===== src/hw/rtl/uart_rb_pkg.sv =====
`timescale 1ns / 1ps
// Shared types and constants for the serial-port transmit/receive ring buffers.
// No dependencies; used by uart_rb_tx_queue, uart_rb_rx_queue and the top level.
package uart_rb_pkg;

    // Queue sizes (slots); each queue keeps one slot empty
    localparam int TX_DEPTH = 16;
    localparam int RX_DEPTH = 16;
    localparam int TX_PTR_W = $clog2(TX_DEPTH);
    localparam int RX_PTR_W = $clog2(RX_DEPTH);

    // Characters with special handling
    localparam logic [7:0] CH_LF = 8'h0A;
    localparam logic [7:0] CH_CR = 8'h0D;

    // Request kinds
    localparam logic [1:0] REQ_PUT   = 2'd0;
    localparam logic [1:0] REQ_GET   = 2'd1;
    localparam logic [1:0] REQ_RXBYT = 2'd2;
    localparam logic [1:0] REQ_TXRDY = 2'd3;

    // Result status codes
    localparam logic [2:0] ST_OK       = 3'd0;
    localparam logic [2:0] ST_TX_FULL  = 3'd1;
    localparam logic [2:0] ST_RX_EMPTY = 3'd2;
    localparam logic [2:0] ST_RX_OVRN  = 3'd3;
    localparam logic [2:0] ST_TX_EMPTY = 3'd4;

    // Transmit queue command and response
    typedef struct packed {
        logic       put;
        logic       pop;
        logic [7:0] data;
    } tx_cmd_t;

    typedef struct packed {
        logic       rejected;
        logic       empty;
        logic [7:0] data;
        logic       irq_on;
    } tx_rsp_t;

    // Receive queue command and response
    typedef struct packed {
        logic       push;
        logic       pop;
        logic [7:0] data;
    } rx_cmd_t;

    typedef struct packed {
        logic       overrun;
        logic       empty;
        logic [7:0] data;
        logic       ready;
    } rx_rsp_t;

endpackage


===== src/hw/rtl/uart_rb_tx_queue.sv =====
`timescale 1ns / 1ps
// Transmit ring buffer: store, pointers and transmit interrupt enable.
// Depends on uart_rb_pkg for sizes, characters and command/response types.
module uart_rb_tx_queue (
    input  logic                clk,
    input  logic                rst_n,
    input  uart_rb_pkg::tx_cmd_t cmd,
    output uart_rb_pkg::tx_rsp_t rsp
);

    localparam int W = uart_rb_pkg::TX_PTR_W;
    localparam logic [W-1:0] PTR_LAST = W'(uart_rb_pkg::TX_DEPTH - 1);
    localparam logic [W-1:0] PTR_ONE  = W'(1);

    logic [7:0]   store_reg [uart_rb_pkg::TX_DEPTH];
    logic [W-1:0] wr_ptr_reg;
    logic [W-1:0] wr_ptr_next;
    logic [W-1:0] rd_ptr_reg;
    logic [W-1:0] rd_ptr_next;
    logic         irq_on_reg;
    logic         irq_on_next;

    logic [W-1:0] wr1;
    logic [W-1:0] wr2;
    logic [W-1:0] rd1;
    logic         is_lf;
    logic         empty;
    logic         put_ok;
    logic         pop_ok;

    // Pointer increments, wrapping at the queue depth
    assign wr1   = (wr_ptr_reg == PTR_LAST) ? '0 : wr_ptr_reg + PTR_ONE;
    assign wr2   = (wr1 == PTR_LAST) ? '0 : wr1 + PTR_ONE;
    assign rd1   = (rd_ptr_reg == PTR_LAST) ? '0 : rd_ptr_reg + PTR_ONE;
    assign is_lf = (cmd.data == uart_rb_pkg::CH_LF);
    assign empty = (wr_ptr_reg == rd_ptr_reg);

    // A line feed needs two free slots (CR then LF), anything else one
    assign put_ok = cmd.put && (wr1 != rd_ptr_reg) && (!is_lf || (wr2 != rd_ptr_reg));
    assign pop_ok = cmd.pop && !empty;

    // Next pointer and interrupt enable values
    always_comb
    begin
        wr_ptr_next = wr_ptr_reg;
        rd_ptr_next = rd_ptr_reg;
        irq_on_next = irq_on_reg;
        if (put_ok)
        begin
            wr_ptr_next = is_lf ? wr2 : wr1;
            irq_on_next = 1'b1;
        end
        if (pop_ok)
        begin
            rd_ptr_next = rd1;
        end
        if (cmd.pop && empty)
        begin
            irq_on_next = 1'b0;
        end
    end

    // Control state
    always_ff @(posedge clk or negedge rst_n)
    begin
        if (!rst_n)
        begin
            wr_ptr_reg <= '0;
            rd_ptr_reg <= '0;
            irq_on_reg <= 1'b0;
        end
        else
        begin
            wr_ptr_reg <= wr_ptr_next;
            rd_ptr_reg <= rd_ptr_next;
            irq_on_reg <= irq_on_next;
        end
    end

    // Slot store: a line feed writes CR and LF into two consecutive slots
    always_ff @(posedge clk)
    begin
        if (put_ok)
        begin
            if (is_lf)
            begin
                store_reg[wr1] <= uart_rb_pkg::CH_CR;
                store_reg[wr2] <= cmd.data;
            end
            else
            begin
                store_reg[wr1] <= cmd.data;
            end
        end
    end

    // Response to the current command
    always_comb
    begin
        rsp.rejected = cmd.put && !put_ok;
        rsp.empty    = empty;
        rsp.data     = store_reg[rd1];
        rsp.irq_on   = irq_on_next;
    end

endmodule


===== src/hw/rtl/uart_rb_rx_queue.sv =====
`timescale 1ns / 1ps
// Receive ring buffer: store and pointers, with overrun drop.
// Depends on uart_rb_pkg for sizes and command/response types.
module uart_rb_rx_queue (
    input  logic                clk,
    input  logic                rst_n,
    input  uart_rb_pkg::rx_cmd_t cmd,
    output uart_rb_pkg::rx_rsp_t rsp
);

    localparam int W = uart_rb_pkg::RX_PTR_W;
    localparam logic [W-1:0] PTR_LAST = W'(uart_rb_pkg::RX_DEPTH - 1);
    localparam logic [W-1:0] PTR_ONE  = W'(1);

    logic [7:0]   store_reg [uart_rb_pkg::RX_DEPTH];
    logic [W-1:0] wr_ptr_reg;
    logic [W-1:0] wr_ptr_next;
    logic [W-1:0] rd_ptr_reg;
    logic [W-1:0] rd_ptr_next;

    logic [W-1:0] wr1;
    logic [W-1:0] rd1;
    logic         empty;
    logic         full;
    logic         push_ok;
    logic         pop_ok;

    // Pointer increments, wrapping at the queue depth
    assign wr1     = (wr_ptr_reg == PTR_LAST) ? '0 : wr_ptr_reg + PTR_ONE;
    assign rd1     = (rd_ptr_reg == PTR_LAST) ? '0 : rd_ptr_reg + PTR_ONE;
    assign empty   = (wr_ptr_reg == rd_ptr_reg);
    assign full    = (wr1 == rd_ptr_reg);
    assign push_ok = cmd.push && !full;
    assign pop_ok  = cmd.pop && !empty;

    assign wr_ptr_next = push_ok ? wr1 : wr_ptr_reg;
    assign rd_ptr_next = pop_ok ? rd1 : rd_ptr_reg;

    // Control state
    always_ff @(posedge clk or negedge rst_n)
    begin
        if (!rst_n)
        begin
            wr_ptr_reg <= '0;
            rd_ptr_reg <= '0;
        end
        else
        begin
            wr_ptr_reg <= wr_ptr_next;
            rd_ptr_reg <= rd_ptr_next;
        end
    end

    // Slot store
    always_ff @(posedge clk)
    begin
        if (push_ok)
        begin
            store_reg[wr1] <= cmd.data;
        end
    end

    // Response to the current command; ready reflects the state after it
    always_comb
    begin
        rsp.overrun = cmd.push && full;
        rsp.empty   = empty;
        rsp.data    = store_reg[rd1];
        rsp.ready   = (wr_ptr_next != rd_ptr_next);
    end

endmodule


===== src/hw/rtl/uart_tx_rx_ring_buffers.sv =====
`timescale 1ns / 1ps
// Channel    | Handshake              | Payload
// -----------+------------------------+--------------------------------------------
// request    | in_valid / in_stall    | req_type[1:0], byte_in[7:0]
// result     | out_valid / out_stall  | status[2:0], byte_out[7:0], byte_valid,
//            |                        | rx_ready, tx_irq_enable
//
// One item per cycle sustained while the result is not stalled; an accepted item is held
// in the input register, and its result is loaded into the result register as it moves on.
// The queue update for an item happens in one pass as it moves from the input
// register into the result register, so the next item already sees its effect.
// Reset empties both queues and clears the transmit interrupt enable.
// A stalled result holds the result register and the input register; in_stall
// rises only when the input register is full and cannot move on.
// Top level of the serial-port ring buffers; depends on uart_rb_pkg,
// uart_rb_tx_queue and uart_rb_rx_queue.
module uart_tx_rx_ring_buffers (
    input  logic       clk,
    input  logic       rst_n,
    input  logic       in_valid,
    output logic       in_stall,
    input  logic [1:0] req_type,
    input  logic [7:0] byte_in,
    output logic       out_valid,
    input  logic       out_stall,
    output logic [2:0] status,
    output logic [7:0] byte_out,
    output logic       byte_valid,
    output logic       rx_ready,
    output logic       tx_irq_enable
);

    // Input register
    logic       s1_valid_reg;
    logic [1:0] s1_req_reg;
    logic [7:0] s1_byte_reg;

    // Result register
    logic       out_valid_reg;
    logic [2:0] status_reg;
    logic [7:0] byte_out_reg;
    logic       byte_valid_reg;
    logic       rx_ready_reg;
    logic       tx_irq_reg;

    logic [2:0] status_next;
    logic [7:0] byte_out_next;
    logic       byte_valid_next;

    logic advance;
    logic fire;
    logic accept;

    uart_rb_pkg::tx_cmd_t tx_cmd;
    uart_rb_pkg::tx_rsp_t tx_rsp;
    uart_rb_pkg::rx_cmd_t rx_cmd;
    uart_rb_pkg::rx_rsp_t rx_rsp;

    // Flow control: the input register moves on when the result register frees up
    assign advance  = !out_valid_reg || !out_stall;
    assign fire     = s1_valid_reg && advance;
    assign in_stall = s1_valid_reg && !advance;
    assign accept   = in_valid && !in_stall;

    // Queue commands for the item in the input register
    assign tx_cmd.put  = fire && (s1_req_reg == uart_rb_pkg::REQ_PUT);
    assign tx_cmd.pop  = fire && (s1_req_reg == uart_rb_pkg::REQ_TXRDY);
    assign tx_cmd.data = s1_byte_reg;
    assign rx_cmd.push = fire && (s1_req_reg == uart_rb_pkg::REQ_RXBYT);
    assign rx_cmd.pop  = fire && (s1_req_reg == uart_rb_pkg::REQ_GET);
    assign rx_cmd.data = s1_byte_reg;

    uart_rb_tx_queue u_tx_queue (
        .clk   (clk),
        .rst_n (rst_n),
        .cmd   (tx_cmd),
        .rsp   (tx_rsp)
    );

    uart_rb_rx_queue u_rx_queue (
        .clk   (clk),
        .rst_n (rst_n),
        .cmd   (rx_cmd),
        .rsp   (rx_rsp)
    );

    // Result fields for the item in the input register
    always_comb
    begin
        status_next     = uart_rb_pkg::ST_OK;
        byte_out_next   = 8'h00;
        byte_valid_next = 1'b0;
        unique case (s1_req_reg)
            uart_rb_pkg::REQ_PUT:
            begin
                if (tx_rsp.rejected)
                begin
                    status_next = uart_rb_pkg::ST_TX_FULL;
                end
            end
            uart_rb_pkg::REQ_GET:
            begin
                if (rx_rsp.empty)
                begin
                    status_next = uart_rb_pkg::ST_RX_EMPTY;
                end
                else
                begin
                    // carriage return reads back as line feed
                    byte_out_next   = (rx_rsp.data == uart_rb_pkg::CH_CR) ?
                                      uart_rb_pkg::CH_LF : rx_rsp.data;
                    byte_valid_next = 1'b1;
                end
            end
            uart_rb_pkg::REQ_RXBYT:
            begin
                if (rx_rsp.overrun)
                begin
                    status_next = uart_rb_pkg::ST_RX_OVRN;
                end
            end
            uart_rb_pkg::REQ_TXRDY:
            begin
                if (tx_rsp.empty)
                begin
                    status_next = uart_rb_pkg::ST_TX_EMPTY;
                end
                else
                begin
                    byte_out_next   = tx_rsp.data;
                    byte_valid_next = 1'b1;
                end
            end
            default:
            begin
                status_next = uart_rb_pkg::ST_OK;
            end
        endcase
    end

    // Input register
    always_ff @(posedge clk or negedge rst_n)
    begin
        if (!rst_n)
        begin
            s1_valid_reg <= 1'b0;
        end
        else if (accept)
        begin
            s1_valid_reg <= 1'b1;
        end
        else if (fire)
        begin
            s1_valid_reg <= 1'b0;
        end
    end

    always_ff @(posedge clk)
    begin
        if (accept)
        begin
            s1_req_reg  <= req_type;
            s1_byte_reg <= byte_in;
        end
    end

    // Result register
    always_ff @(posedge clk or negedge rst_n)
    begin
        if (!rst_n)
        begin
            out_valid_reg <= 1'b0;
        end
        else if (fire)
        begin
            out_valid_reg <= 1'b1;
        end
        else if (!out_stall)
        begin
            out_valid_reg <= 1'b0;
        end
    end

    always_ff @(posedge clk)
    begin
        if (fire)
        begin
            status_reg     <= status_next;
            byte_out_reg   <= byte_out_next;
            byte_valid_reg <= byte_valid_next;
            rx_ready_reg   <= rx_rsp.ready;
            tx_irq_reg     <= tx_rsp.irq_on;
        end
    end

    assign out_valid     = out_valid_reg;
    assign status        = status_reg;
    assign byte_out      = byte_out_reg;
    assign byte_valid    = byte_valid_reg;
    assign rx_ready      = rx_ready_reg;
    assign tx_irq_enable = tx_irq_reg;

    // A byte is only handed out with ok status
    a_byte_ok: assert property (@(posedge clk) disable iff (!rst_n)
        (out_valid && byte_valid) |-> (status == uart_rb_pkg::ST_OK))
        else $error("byte_valid with non-ok status");

    // No byte means a zero byte field
    a_byte_zero: assert property (@(posedge clk) disable iff (!rst_n)
        (out_valid && !byte_valid) |-> (byte_out == 8'h00))
        else $error("byte_out nonzero without byte_valid");

    // An empty transmit queue on transmitter ready drops the interrupt enable
    a_irq_clear: assert property (@(posedge clk) disable iff (!rst_n)
        (out_valid && (status == uart_rb_pkg::ST_TX_EMPTY)) |-> !tx_irq_enable)
        else $error("tx irq enable left on with empty queue");

    // A get from an empty receive queue leaves it empty
    a_rx_empty_not_ready: assert property (@(posedge clk) disable iff (!rst_n)
        (out_valid && (status == uart_rb_pkg::ST_RX_EMPTY)) |-> !rx_ready)
        else $error("rx_ready set after get from empty queue");

    // An item cannot leave the input register while the result is stalled
    a_hold: assert property (@(posedge clk) disable iff (!rst_n)
        (out_valid && out_stall && s1_valid_reg) |=> s1_valid_reg)
        else $error("input register dropped an item under stall");

endmodule


===== config.mk =====
export PLATFORM = sky130hd
export DESIGN_NAME = uart_tx_rx_ring_buffers
export DESIGN_NICKNAME = d
export VERILOG_FILES = /design/src/hw/rtl/uart_rb_pkg.sv /design/src/hw/rtl/uart_rb_tx_queue.sv /design/src/hw/rtl/uart_rb_rx_queue.sv /design/src/hw/rtl/uart_tx_rx_ring_buffers.sv
export SDC_FILE = /design/constraint.sdc
export NUM_CORES = 1
export LEC_CHECK = 0
export ABC_CLOCK_PERIOD_IN_PS = 4200
export BUFFER_PORTS_ARGS = -buffer_cell sky130_fd_sc_hd__buf_4
export CAP_MARGIN = 40
export CORE_MARGIN = 2
export CORE_UTILIZATION = 60
export CTS_CLUSTER_SIZE = 8
export DETAILED_ROUTE_END_ITERATION = 12
export PLACE_DENSITY_LB_ADDON = 0.12
export SETUP_SLACK_MARGIN = 0.1
export SLEW_MARGIN = 10
export SYNTH_ARGS = -nofsm -noshare
export SYNTH_HDL_FRONTEND = slang
export SYNTH_SLANG_ARGS = --single-unit

===== constraint.sdc =====
create_clock -name clk -period 4.2 [get_ports clk]
set_input_delay 0.21 -clock clk [delete_from_list [all_inputs] [get_ports clk]]
set_output_delay 0.21 -clock clk [all_outputs]
set_load 0.01 [all_outputs]

Word level (Yosys, flattened, before mapping)
Memory sizes are Yosys's and may differ from the RTL's.
Index checks and enable logic that the tools add are counted.
{ "totals": {"regBits": 43, "ram_bits": 256, "in_bits": 14, "output_inout_bits": 16, "elab_cells": 102, "n_memories": 2} }
{ "op_classes": {"n_addsub": 5, "eq_ne": 17, "mux": 35, "n_bitwise": 1, "n_reduce_logical": 28} }
{ "mem_list": {"columns": ["memory", "words", "word_bits", "rd", "rd_clocked_by_memory_dff", "wr", "line_no", "text"], "rows": [
  ["u_rx_queue.store_reg", 16, 8, 1, 0, 1, "uart_rb_rx_queue.sv:15", "logic [7:0] store_reg [uart_rb_pkg::RX_DEPTH];"],
  ["u_tx_queue.store_reg", 16, 8, 1, 0, 2, "uart_rb_tx_queue.sv:15", "logic [7:0] store_reg [uart_rb_pkg::TX_DEPTH];"]
]} }
{ "op_table": {"columns": ["cell", "n"], "rows": [
  ["$mux W4", 8],
  ["$mux W8", 4],
  ["$add A4 B1 Y4 const B", 5],
  ["$eq A4 B4 Y1 const B", 5],
  ["$mux W1", 17],
  ["$eq A8 B4 Y1 const B", 2],
  ["$pmux W8 S2", 1],
  ["$logic_and A1 B1 Y1", 15],
  ["$eq A4 B4 Y1", 3],
  ["$ne A4 B4 Y1", 3],
  ["$pmux W3 S4", 1],
  ["$logic_not A1 Y1", 9],
  ["$eq A2 B2 Y1 const B", 2],
  ["$mux W2", 2],
  ["$mux W3", 1],
  ["$eq A2 B1 Y1 const B", 1],
  ["$logic_not A2 Y1", 1],
  ["$logic_or A1 B1 Y1", 2],
  ["$ne A2 B1 Y1 const B", 1],
  ["$pmux W1 S2", 1],
  ["$reduce_bool A2 Y1", 1],
  ["$or A1 B1 Y1", 1]
]} }

Depth between registers and ports, before layout
{ "logic_depth": {"ltp_word": 11, "mapped_depth": 13, "depth_no_buf": 10} }

Modules after synthesis
A second synthesis with hierarchy kept.
{ "hier_totals": {"cells_unflattened": 910, "area_unflattened_um2": 14010.9} }
{ "by_module_without_submodules": {"columns": ["module", "n_inst", "cells_each", "area_each_um2", "seq_area_each_um2"], "rows": [
  ["uart_rb_tx_queue", 1, 524, 7028.0, 4068.9],
  ["uart_rb_rx_queue", 1, 325, 5967.0, 4043.9],
  ["uart_tx_rx_ring_buffers", 1, 61, 1016.0, 770.7]
]} }

Worst setup path before layout
Ideal clock, no wire load.
{ "synth_path": {"path_kind": "register to register", "startpoint": "register u_tx_queue.wr_ptr_reg[0]", "endpoint": "memory u_tx_queue.store_reg[12][0] (enable)", "t_arrival_ps": 2829, "required_time_ps": 3825, "setup_slack_ps": 995, "path_stages_with_launch": 12, "n_path_buf": 1, "synth_period_minus_slack_ps": 3205, "path_cell_list": "dfrtp_1 > inv_1 > ha_1 > or3b_1 > nand2b_1 > inv_1 > or3_4 > a21oi_4 > a21oi_4 > buf_4 > nand3_1 > a21oi_1"} }
{ "synth_lines": {"columns": ["element", "line_no", "text"], "rows": [
  ["start: declaration", "uart_rb_tx_queue.sv:16", "logic [W-1:0] wr_ptr_reg;"],
  ["start signal: assignment", "uart_rb_tx_queue.sv:74", "wr_ptr_reg <= wr_ptr_next;"],
  ["end: declaration", "uart_rb_tx_queue.sv:15", null]
]} }

Worst setup path after layout
{ "layout_path": {"startpoint": "register u_rx_queue.rd_ptr_reg[1]", "endpoint": "register byte_out_reg[2], in the netlist byte_out[2], data pin"} }
{ "layout_via": {"elab_chain_len": 7, "elab_cells_between_ends": 9, "cone_classes": "add/sub: 1; eq/ne: 3; mux: 4; memory: 1"} }
{ "layout_lines": {"columns": ["element", "line_no", "text"], "rows": [
  ["start: declaration", "uart_rb_rx_queue.sv:18", "logic [W-1:0] rd_ptr_reg;"],
  ["start signal: assignment", "uart_rb_rx_queue.sv:50", "rd_ptr_reg <= rd_ptr_next;"],
  ["$add A4 B1 Y4 or $eq A4 B4 Y1 (tied branches)", "uart_rb_rx_queue.sv:30", "assign rd1 = (rd_ptr_reg == PTR_LAST) ? '0 : rd_ptr_reg + PTR_ONE;"],
  ["$mux W4", "uart_rb_rx_queue.sv:30", null],
  ["$mem_v2 Z16 W8", null, null],
  ["$eq A8 B4 Y1", "uart_tx_rx_ring_buffers.sv:110", "byte_out_next = (rx_rsp.data == uart_rb_pkg::CH_CR) ?"],
  ["$mux W8", "uart_tx_rx_ring_buffers.sv:110", null],
  ["$mux W8 *", "uart_tx_rx_ring_buffers.sv:103", "if (rx_rsp.empty)"],
  ["$pmux W8 S2 *", "uart_tx_rx_ring_buffers.sv:93", "unique case (s1_req_reg)"],
  ["named net byte_out_next[2]", "uart_tx_rx_ring_buffers.sv:47", "logic [7:0] byte_out_next;"],
  ["end signal: assignment", "uart_tx_rx_ring_buffers.sv:189", "byte_out_reg <= byte_out_next;"],
  ["end: declaration", "uart_tx_rx_ring_buffers.sv:41", "logic [7:0] byte_out_reg;"]
]} }
Mark *: on every way through the listed nets, which the timed path passes. The rest lies on a longest branch.
A chain may end at the register's enable or synchronous reset.

==> results.toml <==
[route]
viasPerCell = 6.29
ant_nets = 0
vias = 8518
wl_per_cell_um = 23.5
drc_errors = 0
drtPass1Iterations = 5
routed_wl_um = 31800
drt_iter0_markers = 1007

[placed_design]
dp_hpwl_um = 20700
placed_cells_incl_taps = 1278
place.port_buffers = 29
place_ws_ps = 746
place_congestion = 0.900

[clocking]
clockRootBuffer = "clkbuf_16"
cts_buffer_depth = 3
cts_resized = 0
htreeDepth = 2
cts-buffers-inserted = 43
path_clk_slew_ps = 50
cts_num_sinks = 299
cts_hold_buf = 14
cts_setup_buffers = 0
cts_tree = "yes"
insertion_delay_ps = 520

[power_and_ir_drop]
switchingPower_uw = 3950
pwr-share-clk = 0.272
share_comb_of_total_power = 0.397
leakage_uw = 0.00537
switching_share = 0.352
sequentialPowerShare = 0.330
irDropWorstVdd_v = 0.000472
powerDensity_nw_per_um2 = 713
p_int_uw = 7250

[timing]
setup_viol = 0
fin_setup_tns_ps = 0
max_slew_margin = 0.386
clock_skew_ps = 14.5
min_period_ps = 3520
drv_slew = 0
period_share = 0.838
rsz0062_at_grt = "no"
max_freq_ghz = 0.284
setup_ws_ps = 680
worst_pin_slew_ps = 921
hold_violations = 0

[synth]
synth.most_common_cell = "edfxtp_1"
synth_common_cells = "edfxtp_1 (280), nor2_1 (116), nand2_1 (62)"
synth_edf_count = 280
synthCells = 984
synth_top_area_cell = "edfxtp_1"
synth_area_per_cell_um2 = 14.0
synth_ff_type = "edfxtp_1"
yosysSeqAreaShare = 0.644
ys_seq_elements = 299
syn_nets = 1010
yosys_warnings = 0
synth_cell_types = 79
async_flop_share = 0.0635
yosys-top-cells-area = "edfxtp_1 (61%), mux4_2 (7.5%), dfrtp_1 (3.4%)"
synth_top_area_frac = 0.610
syn_area_um2 = 13800

[setup_path]
worstPathCellList = "ha_2 -> buf_4 -> nor2_1 -> a2111oi_0 -> o31ai_1 -> nand4b_1 -> o31ai_2 -> o21ai_1"
required_ps = 4440
cp_max_fo = 28
worstPathArrival_ps = 3760
worst_setup_path_end_kind = "flop"
path_class = "reg -> reg"
cp_slowest_cell = "ha_2"
max_stage_delay_ps = 820
crit_path_start_kind = "flop"

[layout]
fin_util = 0.696
fillCellCount = 1548
insertedDiodeCount = 0
layout.nets = 1080
drive_gt1_frac = 0.203
multi_input_area_um2 = 4540
area_growth_syn_to_layout_pct = 14.0
instances_no_fill = 1354
ff_latch_area_um2 = 8880

[worst_hold_path]
hp-class = "in -> async"

[grt]
met2_usage = 0.396
grtUsageMet1 = 0.422
busiest_layer = "met1"
grt_usage = 0.271
grt_pass1_wl_um = 48700
antenna_found_initial = 0
use_met3 = 0.0489
grt_max_degree = 76
gr-total-overflow = 0
grt_pass1_vias = 8175

[floorplanning]
io_pins = 30
die_w_um = 156
start_util = 0.611
die_area_um2 = 24200
die_h_um = 156
rows = 55
design.core.area_um2 = 22600

[run_status]
status = "finished, final reports clean"

[run]
drv_cap = 0
[area by class of cell]
class,count,share of cell area
flip-flops and latches,299,0.565
inverters,20,0.00478
repair buffers,86,0.0441
clock inverters,2,0.00247
multi-input cells,604,0.289
clock buffers,58,0.0720
well taps,285,0.0227
[cell usage in the layout, fill, tap and decap left out, types with 11 or more instances in the layout]
| master | netlist | final |
|---|---|---|
| mux4_2 | 46 | 46 |
| nor2_1 | 116 | 116 |
| ha_1 | 12 | 11 |
| and2_1 | 26 | 26 |
| dfrtp_1 | 19 | 19 |
| xnor2_1 | 30 | 29 |
| nand2b_1 | 14 | 14 |
| mux2_2 | 14 | 14 |
| nand3_1 | 23 | 23 |
| o21ai_0 | 12 | 12 |
| buf_4 | 3 | 71 |
| clkbuf_1 | 25 | 15 |
| nor3_1 | 11 | 11 |
| edfxtp_1 | 280 | 280 |
| clkbuf_16 | 0 | 43 |
| dlygate4sd3_1 | 0 | 14 |
| nor2b_1 | 15 | 15 |
| a21oi_1 | 45 | 45 |
| or2_2 | 20 | 20 |
| nand2_1 | 62 | 62 |
| or2_1 | 18 | 18 |
| inv_1 | 18 | 18 |
| mux2i_1 | 11 | 11 |
[logic make-up after synthesis]
logic type | after synthesis | share of synthesized area
simple gates | 336 | 0.121
flops | 299 | 0.644
compound gates | 148 | 0.0767
buf+inv | 81 | 0.0279
mux | 72 | 0.0954
xor+xnor | 36 | 0.0244
fa+ha+maj | 12 | 0.0109
[power groups by stage]
stage | Clock [uW] | Combinational [uW] | Sequential, uW
after floorplan | 0 | 3230 | 3660
after global placement | 0 | 4330 | 3750
after detailed placement | 0 | 4380 | 3750
after CTS | 3090 | 4410 | 3700
after global routing | 3210 | 4800 | 3730
final | 3050 | 4450 | 3700
[routing by layer]
metal	part of all wire	up-vias
met4	0.021	0
met2	0.45	424
met1	0.44	4236
met3	0.089	42
met5	0	-
li1	-	3816
[stage by stage]
step	total power, uW	instance area (um2)	hold slack, ps
final	11200	15700	223
after global routing	11700	15700	232
after CTS	11200	15700	182
after detailed placement	8140	14400	109
after global placement	8070	14400	109
after floorplan	6890	13800	-85.6
[worst paths after layout]
| kind | startpoint | end | slack (ps) | cells after the start |
|---|---|---|---|---|
| max | u_rx_queue.rd_ptr_reg[1] | byte_out[2] | 680 | 8 |
| max in group asynchronous | rst_n | u_tx_queue.wr_ptr_reg[3] | 3750 | 2 |
| min | rst_n | u_rx_queue.rd_ptr_reg[0] | 220 | 2 |
| min in group clk | byte_in[3] | s1_byte_reg[3] | 410 | 2 |
| max reg2reg | u_rx_queue.rd_ptr_reg[1] | byte_out[2] | 680 | 8 |
| min reg2reg | s1_valid_reg | out_valid | 510 | 1 |
[worst max-delay path, delay by kind of cell (launching register included)]
family,cells,cell delay (ps)
fa+ha+maj,1,820
compound gates,4,1220
flops,1,450
buf+inv,1,400
simple gates,2,340
No activity file was read; power rests on OpenSTA's default activity.
